### config.mk
export PLATFORM = sky130hd
export DESIGN_NAME = brace_frame_deframer
export DESIGN_NICKNAME = d
export VERILOG_FILES = /design/src/hw/rtl/bfd_pkg.sv /design/src/hw/rtl/bfd_core.sv /design/src/hw/rtl/bfd_outbuf.sv /design/src/hw/rtl/brace_frame_deframer.sv
export SDC_FILE = /design/constraint.sdc
export NUM_CORES = 1
export LEC_CHECK = 0
export CORE_MARGIN = 10
export CORE_UTILIZATION = 57
export CTS_CLUSTER_SIZE = 8
export DETAILED_ROUTE_END_ITERATION = 8
export DONT_BUFFER_PORTS = 1
export GPL_ROUTABILITY_DRIVEN = 0
export GPL_TIMING_DRIVEN = 0
export PLACE_DENSITY = 0.82
export SLEW_MARGIN = 20
export SYNTH_ARGS = -nofsm -noshare
export SYNTH_HDL_FRONTEND = slang
export SYNTH_SLANG_ARGS = --single-unit
### constraint.sdc
create_clock -name clk -period 2.5 [get_ports clk]
set_input_delay 0.5 -clock clk [delete_from_list [all_inputs] [get_ports clk]]
set_output_delay 0.5 -clock clk [all_outputs]
set_load 0.05 [all_outputs]
### src/hw/rtl/bfd_pkg.sv
// ----------------------------------------------------------------------------
// bfd_pkg
// Shared constants and types for the brace frame deframer.
// ----------------------------------------------------------------------------
package bfd_pkg;

  localparam logic [7:0] SOF_BYTE = 8'h7B;
  localparam logic [7:0] EOF_BYTE = 8'h7D;
  localparam logic [7:0] ESC_BYTE = 8'h5C;
  localparam logic [7:0] ESC_XOR  = 8'h20;

  localparam logic KIND_DATA = 1'b0;
  localparam logic KIND_END  = 1'b1;

  localparam logic [1:0] ST_GOOD    = 2'd0;
  localparam logic [1:0] ST_BAD_SUM = 2'd1;
  localparam logic [1:0] ST_EMPTY   = 2'd2;

  localparam logic [7:0] COUNT_MAX = 8'hFF;

  typedef struct packed {
    logic       kind;
    logic [7:0] payload_byte;
    logic [1:0] frame_status;
    logic [7:0] payload_count;
  } bfd_result_t;

endpackage

### src/hw/rtl/bfd_core.sv
// ----------------------------------------------------------------------------
// bfd_core
// Frame state and per-byte decode: unescape, sum, hold-back and end record.
// ----------------------------------------------------------------------------
module bfd_core (
  input  logic                clk,
  input  logic                rst,
  input  logic                fire,
  input  logic [7:0]          byte_in,
  output logic                res_vld,
  output bfd_pkg::bfd_result_t res
);
  import bfd_pkg::*;

  logic       in_frame;
  logic       escape_pending;
  logic [7:0] running_sum;
  logic [7:0] held_byte;
  logic       held_valid;
  logic [7:0] byte_count;

  logic       in_frame_next;
  logic       escape_pending_next;
  logic [7:0] running_sum_next;
  logic [7:0] held_byte_next;
  logic       held_valid_next;
  logic [7:0] byte_count_next;
  logic [7:0] unesc;

  assign unesc = escape_pending ? (byte_in ^ ESC_XOR) : byte_in;

  always_comb begin
    in_frame_next       = in_frame;
    escape_pending_next = escape_pending;
    running_sum_next    = running_sum;
    held_byte_next      = held_byte;
    held_valid_next     = held_valid;
    byte_count_next     = byte_count;
    res_vld             = 1'b0;
    res                 = '0;
    if (byte_in == SOF_BYTE) begin
      // An open brace always restarts, abandoning any frame in progress.
      in_frame_next       = 1'b1;
      escape_pending_next = 1'b0;
      running_sum_next    = '0;
      held_byte_next      = '0;
      held_valid_next     = 1'b0;
      byte_count_next     = '0;
    end else if (in_frame) begin
      if (byte_in == ESC_BYTE) begin
        escape_pending_next = 1'b1;
      end else if (byte_in == EOF_BYTE) begin
        res_vld           = 1'b1;
        res.kind          = KIND_END;
        res.payload_count = byte_count;
        if (running_sum != 8'd0) begin
          res.frame_status = ST_BAD_SUM;
        end else if (byte_count == 8'd0) begin
          res.frame_status = ST_EMPTY;
        end else begin
          res.frame_status = ST_GOOD;
        end
        in_frame_next       = 1'b0;
        escape_pending_next = 1'b0;
        running_sum_next    = '0;
        held_byte_next      = '0;
        held_valid_next     = 1'b0;
        byte_count_next     = '0;
      end else begin
        escape_pending_next = 1'b0;
        running_sum_next    = running_sum + unesc;
        held_byte_next      = unesc;
        held_valid_next     = 1'b1;
        // The byte held back is released only once a later byte shows it is
        // not the checksum.
        if (held_valid) begin
          res_vld          = 1'b1;
          res.kind         = KIND_DATA;
          res.payload_byte = held_byte;
          if (byte_count != COUNT_MAX) begin
            byte_count_next = byte_count + 8'd1;
          end
        end
      end
    end
  end

  always_ff @(posedge clk) begin
    if (rst) begin
      in_frame       <= 1'b0;
      escape_pending <= 1'b0;
      running_sum    <= '0;
      held_byte      <= '0;
      held_valid     <= 1'b0;
      byte_count     <= '0;
    end else if (fire) begin
      in_frame       <= in_frame_next;
      escape_pending <= escape_pending_next;
      running_sum    <= running_sum_next;
      held_byte      <= held_byte_next;
      held_valid     <= held_valid_next;
      byte_count     <= byte_count_next;
    end
  end

  a_held_in_frame: assert property (@(posedge clk) disable iff (rst)
    held_valid |-> in_frame)
    else $error("held byte outside a frame");

  a_empty_zero_count: assert property (@(posedge clk) disable iff (rst)
    (fire && res_vld && res.kind == KIND_END && res.frame_status == ST_EMPTY)
      |-> (res.payload_count == 8'd0))
    else $error("empty frame with nonzero count");

  a_count_follows_release: assert property (@(posedge clk) disable iff (rst)
    (fire && res_vld && res.kind == KIND_DATA && byte_count != COUNT_MAX)
      |=> (byte_count == $past(byte_count) + 8'd1))
    else $error("payload count did not follow a released byte");

endmodule

### src/hw/rtl/bfd_outbuf.sv
// ----------------------------------------------------------------------------
// bfd_outbuf
// Two-entry result register that decouples the core from downstream stall.
// ----------------------------------------------------------------------------
module bfd_outbuf (
  input  logic                 clk,
  input  logic                 rst,
  input  logic                 push,
  input  bfd_pkg::bfd_result_t push_data,
  output logic                 room,
  output logic                 res_valid,
  input  logic                 res_stall,
  output bfd_pkg::bfd_result_t head
);
  import bfd_pkg::*;

  bfd_result_t slot0;
  bfd_result_t slot1;
  logic [1:0]  cnt;
  logic        pop;

  assign res_valid = (cnt != 2'd0);
  assign pop       = res_valid && !res_stall;
  assign head      = slot0;
  // Room depends on registered occupancy only, so upstream stall never sees
  // the downstream stall combinationally.
  assign room      = (cnt != 2'd2);

  always_ff @(posedge clk) begin
    if (rst) begin
      cnt <= '0;
    end else begin
      cnt <= cnt + {1'b0, push} - {1'b0, pop};
    end
  end

  // A push never arrives while both entries are full.
  always_ff @(posedge clk) begin
    if (pop) begin
      if (push && cnt == 2'd1) begin
        slot0 <= push_data;
      end else begin
        slot0 <= slot1;
      end
    end else if (push) begin
      if (cnt == 2'd0) begin
        slot0 <= push_data;
      end else begin
        slot1 <= push_data;
      end
    end
  end

  a_cnt_range: assert property (@(posedge clk) disable iff (rst)
    cnt != 2'd3)
    else $error("result buffer occupancy out of range");

  a_no_overflow: assert property (@(posedge clk) disable iff (rst)
    (cnt == 2'd2 && !pop) |-> !push)
    else $error("push into a full result buffer");

  a_pop_drains: assert property (@(posedge clk) disable iff (rst)
    (pop && !push) |=> (cnt == $past(cnt) - 2'd1))
    else $error("occupancy did not drop after a transaction");

endmodule

### src/hw/rtl/brace_frame_deframer.sv
// ----------------------------------------------------------------------------
// brace_frame_deframer
// Byte-stuffed frame receiver with an additive checksum and end records.
// ----------------------------------------------------------------------------
// Path: an accepted byte is held in the input register until the result
//   buffer has room; its result, if any, is then decoded into that buffer.
// Throughput: one byte per cycle while the result buffer has room, set by the
//   single-pass decode between input register and two-entry result buffer.
// Reset clears frame state, the input valid flag and the result buffer occupancy.
module brace_frame_deframer (
  input  logic       clk,
  input  logic       rst,
  input  logic       rx_valid,
  output logic       rx_stall,
  input  logic [7:0] rx_byte,
  output logic       res_valid,
  input  logic       res_stall,
  output logic       kind,
  output logic [7:0] payload_byte,
  output logic [1:0] frame_status,
  output logic [7:0] payload_count
);
  import bfd_pkg::*;

  logic        byte_vld;
  logic [7:0]  byte_q;
  logic        room;
  logic        fire;
  logic        core_vld;
  bfd_result_t core_res;
  bfd_result_t head;

  assign fire     = byte_vld && room;
  assign rx_stall = byte_vld && !room;

  always_ff @(posedge clk) begin
    if (rst) begin
      byte_vld <= 1'b0;
    end else if (!rx_stall) begin
      byte_vld <= rx_valid;
    end
  end

  always_ff @(posedge clk) begin
    if (rx_valid && !rx_stall) begin
      byte_q <= rx_byte;
    end
  end

  bfd_core u_core (
    .clk     (clk),
    .rst     (rst),
    .fire    (fire),
    .byte_in (byte_q),
    .res_vld (core_vld),
    .res     (core_res)
  );

  bfd_outbuf u_outbuf (
    .clk       (clk),
    .rst       (rst),
    .push      (fire && core_vld),
    .push_data (core_res),
    .room      (room),
    .res_valid (res_valid),
    .res_stall (res_stall),
    .head      (head)
  );

  assign kind          = head.kind;
  assign payload_byte  = head.payload_byte;
  assign frame_status  = head.frame_status;
  assign payload_count = head.payload_count;

endmodule
# Yosys cells after proc, flatten, opt, wreduce, memory -nomap -nowiden
# Cells that the tools add are included.
dict set report totals {
  reg_bits 76
  inputBits 12
  out_inout_bits 21
  word_cells 97
}
dict set report op_classes {
  addsub 4
  n_eq_ne 7
  muxes 43
  n_bitwise 3
  n_reduce_logical 23
}
# op n
set op_table {}
lappend op_table {{$mux 19} 7}
lappend op_table {{$mux 8} 16}
lappend op_table {{$eq 8x7->1 const B} 3}
lappend op_table {{$mux 1} 16}
lappend op_table {{$mux 10} 1}
lappend op_table {{$add 8x1->8 const B} 1}
lappend op_table {{$add 8x8->8} 1}
lappend op_table {{$logic_not 8->1} 1}
lappend op_table {{$ne 8x8->1 const B} 1}
lappend op_table {{$reduce_bool 2->1} 4}
lappend op_table {{$reduce_bool 8->1} 1}
lappend op_table {{$logic_and 1x1->1} 6}
lappend op_table {{$mux 6} 1}
lappend op_table {{$reduce_and 3->1} 2}
lappend op_table {{$reduce_bool 3->1} 2}
lappend op_table {{$reduce_and 5->1} 1}
lappend op_table {{$mux 2} 2}
lappend op_table {{$reduce_and 2->1} 2}
lappend op_table {{$logic_not 1->1} 3}
lappend op_table {{$not 1->1} 3}
lappend op_table {{$add 2x1->2} 1}
lappend op_table {{$eq 2x1->1 const B} 1}
lappend op_table {{$logic_not 2->1} 1}
lappend op_table {{$ne 2x1->1 const B} 1}
lappend op_table {{2 further kinds} 2}

# Longest topological paths before layout
dict set report logic_depth {
  ltp_word 10
  mapped_depth 11
  depth_no_buf 10
}

# Modules after synthesis
# A second synthesis with hierarchy kept.
dict set report hier_totals {
  cells_unflattened 286
  area_unflattened_um2 3557.2
}
# module instances cells_per_inst area_per_inst_um2 seq_area_each_um2
set by_module_without_submodules {}
lappend by_module_without_submodules {bfd_core 1 195 1677.9 540.5}
lappend by_module_without_submodules {bfd_outbuf 1 77 1576.5 1181.1}
lappend by_module_without_submodules {brace_frame_deframer 1 14 302.8 260.2}

# Worst setup path before layout
# OpenSTA, ideal clock, no wires.
dict set report synth_path {
  path_kind {register -> register}
  startpoint {register byte_q[1]}
  endpoint {register u_outbuf.slot0 (netlist bit u_outbuf.head[10]), data pin}
  setup_ns 0.260
  t_arrival_ns 2.027
  t_required_ns 2.240
  path_slack_ns 0.212
  stages_incl_launch_ff 9
  n_path_buf 3
  synth_period_minus_slack_ns 2.288
  path_cell_list {edfxtp_1 > buf_4 > or2b_4 > nor4_4 > a2111oi_4 > a21boi_2 > buf_6 > buf_12 > mux2_4}
}
dict set report synth_between {
  elab_chain_cells 9
  word_cells_on_any_way 17
  classes_between {eq/ne (3); mux (12); reduce/logical (2)}
}
# element line_no
set synth_lines {}
lappend synth_lines {{start, declared} brace_frame_deframer.sv:26} ;# logic [7:0] byte_q;
lappend synth_lines {{start signal, assigned} brace_frame_deframer.sv:46} ;# byte_q <= rx_byte;
lappend synth_lines {{$eq 8x7->1} bfd_core.sv:52} ;# end else if (byte_in == EOF_BYTE) begin
lappend synth_lines {{$mux 1} bfd_core.sv:52}
lappend synth_lines {{$mux 1} bfd_core.sv:50} ;# if (byte_in == ESC_BYTE) begin
lappend synth_lines {{$mux 1} bfd_core.sv:49} ;# end else if (in_frame) begin
lappend synth_lines {{$mux 1} bfd_core.sv:41} ;# if (byte_in == SOF_BYTE) begin
lappend synth_lines {{$logic_and 1x1->1} brace_frame_deframer.sv:62} ;# .push (fire && core_vld),
lappend synth_lines {{$logic_and 1x1->1} bfd_outbuf.sv:40} ;# if (push && cnt == 2'd1) begin
lappend synth_lines {{$mux 19} bfd_outbuf.sv:40}
lappend synth_lines {{$mux 19 *} bfd_outbuf.sv:39} ;# if (pop) begin
lappend synth_lines {{end signal, assigned} bfd_outbuf.sv:41} ;# slot0 <= push_data;
lappend synth_lines {{end signal, assigned} bfd_outbuf.sv:43} ;# slot0 <= slot1;
lappend synth_lines {{end signal, assigned} bfd_outbuf.sv:47} ;# slot0 <= push_data;
lappend synth_lines {{end, declared} bfd_outbuf.sv:17} ;# bfd_result_t slot0;
# Mark *: on every way between the ends. The rest lies on a longest branch, timed or not. The select of a mux whose other input is x is not followed.
# A chain may end at the register's enable or synchronous reset.

# Worst setup path after layout
# Same ends and word-level chain as after synthesis.

==> results.cfg <==
[clock_network]
cts_inserted_buffers = 9
cts_sinks = 76
cts_buffer_depth = 2
clkTransAtPathRegs_ps = 80
postCtsHoldBufs = 0
cts_root_buf = clkbuf_8
worstSkewPairLatency_ps = 360
cts_tree = built
cts_max_level = 3

[global_route]
grt-ovfl-total = 0
grt_pass1_vias = 2306
grt_first_pass_wirelength_mm = 11.2
grt_usage_pct = 13.8
grt_antenna_before_repair = 0
grt_max_degree = 20

[setup_path]
worst_setup_path_start_kind = flip-flop
arrival_ps = 2520
cpPeakStageDelay_ps = 450
critPathCaptureType = flip-flop
critPathMaxFanout = 10
crit_type = reg -> reg
critPathSlowestCell = edfxtp_1
crit_required_ps = 2610
crit_chain = buf_4, or2b_4, nor4_4, a2111oi_4, a21boi_2, buf_6, buf_12, mux2_4

[sta]
period_minus_slack_ps = 2400
rsz0062_at_grt = true
fin_hold_ws_ps = 237
period_share_pct = 96.1
finalSetupTns_ps = 0
slew_headroom_pct = 30.9
fmax_mhz = 416
skew_ps = 10.1
setup_viol = 0
maxSlewViolCount = 0
worst_pin_slew_ps = 1030
finalHoldViolations = 0

[logic_synthesis]
syn_nets = 312
yosysWarningCount = 0
avgSynthCellArea_um2 = 12.6
synth_cells = 288
muxShareOfSynthArea_pct = 6.94
yosysUniqueCellTypes = 57
synthAdderAreaFrac_pct = 4.35
seq_area_frac_synth_pct = 54.7
synth_xor_area_share_pct = 2.18
synth_edf_count = 46
synth_top_family_by_area = simple AND/OR/NAND/NOR gates
ys_ff_latch = 76
ys.flop_type = edfxtp_1
synth_area_um2 = 3620
synthArstFlopShare_pct = 0
synth_compound_area_share_pct = 13.0
synthSimpleGateAreaFrac_pct = 15.3

[floorplan]
die_h_um = 99.7
ios = 33
start_util_pct = 59.8
dieArea_um2 = 9940
coreArea_um2 = 6060
core.rowCount = 28
die_x_um = 99.7

[cells_and_area]
area_growth_pct = 8.98
seq_area_um2 = 1980
fillerInstances = 462
finalNetCount = 327
multi_input_area_um2 = 1520
n_antenna_cell = 0
drive_gt1_share_pct = 17.9

[placement]
port_buffers = 0
hpwlAfterDp_mm = 4.78

[detailed_routing]
firstDrtPassIters = 5
routed_via_density = 6.16
drtIter0Drc = 164
drt_wl_total_mm = 6.78
vias = 2361
drc = 0
wire_per_inst_um = 17.7
ant_nets = 0

[hold_path]
hp-class = in -> reg

[power_and_ir_drop]
finalPower_uw = 2980
p_sw_share_pct = 31.9
p_leak_uw = 0.00150
pwr_density_cell_nw_per_um2 = 754
p_seq_share_pct = 56.5
combinationalPowerShare_pct = 13.0
p_int_uw = 2030
ir_drop_mv = 0.496
p_clk_share_pct = 30.5
p_sw_uw = 950

[run_status]
status = complete, no violations

[run]
drv_cap = 0
critical path: cells and delay by family (launching register included):
kind / cells / cell delay [ps]
DFF: 1 / 450
and+or+nand+nor: 2 / 560
AOI/OAI and AO/OA: 2 / 300
muxes: 1 / 310
buffers and inverters: 3 / 540
cell usage after synthesis (all sizes together), types with 2 or more instances:
cell type  count  area share [%]
nor4           8             2.0
and3           4            0.73
and2          19             3.3
nand2b         2            0.35
o21ai          5            0.69
mux2          19             6.9
nand2         10             1.0
a21boi         2            0.52
nand4b         2            0.90
nand4          3            0.52
buf            6             1.8
a21oi         10             1.4
ha            11             3.8
and4b          2            0.59
nor2          11             1.1
o2111ai        2            0.48
nor2b          2            0.35
inv           11             1.1
dfxtp         30              17
clkbuf         5            0.52
nor3          11             1.5
nand3          9             1.2
o211ai         6             1.2
a21o           4            0.86
a32o           5             1.4
edfxtp        46              38
xnor2          6             1.5
a22o          14             3.4
xor2           3            0.73
nor3b          3            0.62
o31ai          3            0.62
cell type report:
type | count | share of cell area (%)
clock buffer | 9 | 3.14
sequential | 76 | 50.2
inverter | 12 | 1.14
multi-input combinational | 189 | 38.5
clock inverter | 7 | 1.71
buffer | 11 | 2.16
tap | 75 | 2.38
timing repair buffer | 4 | 0.761
worst paths after layout:
| check | startpoint | to | slack (ps) | cells past startpoint |
|---|---|---|---|---|
| hold reg to reg | u_core.held_byte[0] | u_core.held_byte[0] | 470 | 1 |
| setup reg to reg | byte_q[1] | u_outbuf.head[10] | 100 | 8 |
| setup / recovery | byte_q[1] | u_outbuf.head[10] | 100 | 8 |
| hold / removal | rx_byte[4] | byte_q[4] | 240 | 0 |
cell families (layout without fill, tap and decap cells):
group,Yosys count,count (layout)
simple gates,90,90
flops,76,76
compound gates,59,59
buf+inv,23,43
mux,19,19
fa+ha+maj,12,12
xor+xnor,9,9
layout by cell type, fill, tap and decap left out, drive strengths merged, types with 4 or more instances in the layout:
cell / instances
o211ai: 6
mux2: 19
edfxtp: 46
clkbuf: 14
nor3: 11
xnor2: 6
a21o: 4
and2: 19
dfxtp: 30
nor2: 11
nor4: 8
inv: 11
buf: 10
nand3: 9
ha: 11
clkinv: 5
a32o: 5
a21oi: 10
nand2: 10
a22o: 14
o21ai: 5
and3: 4
through the flow:
| step | util [%] | cell area (µm²) | setup slack, ps | instances |
|---|---|---|---|---|
| 2_1_floorplan | - | 3620 | 212 | 288 |
| 3_3_place_gp | 61.3 | 3720 | 48.6 | 363 |
| 3_5_place_dp | 61.3 | 3720 | 3.94 | 363 |
| 4_1_cts | 64.6 | 3920 | 13.9 | 380 |
| 5_1_grt | 65.1 | 3950 | -40.5 | 383 |
| 6_report | 65.1 | 3950 | 97.7 | 383 |
power by group through the flow:
stage	logic [µW]	clock network, µW	registers (µW)
floorplan	331	0	1690
global placement	379	0	1710
detailed placement	388	0	1710
CTS	390	914	1690
global route	426	962	1690
finish	388	907	1680
state kept, by name (all words and copies together), names as in the netlist:
signal / count
byte_q: 8
byte_vld: 1
u_core.byte_count: 8
u_core.escape_pending: 1
u_core.held_byte: 8
u_core.held_valid: 1
u_core.in_frame: 1
u_core.running_sum: 8
u_outbuf.cnt: 2
u_outbuf.head: 19
u_outbuf.slot1: 19
timing repair:
| item | in CTS | in global routing |
|---|---|---|
| hold endpoints to repair | 0 | 0 |
| buffers inserted | 1 | 3 |
| pin swaps | 1 | 1 |
| resized for setup | 0 | 2 |
| endpoints found under the setup margin | 1 | 12 |
routing by layer:
layer  GRT usage, %  part of all wire [%]
met2           21.3                    47
met3           4.15                   5.8
met1           16.9                    45
met4           7.28                   2.4
met5              0                     0
(Power assumes the default switching activity.)
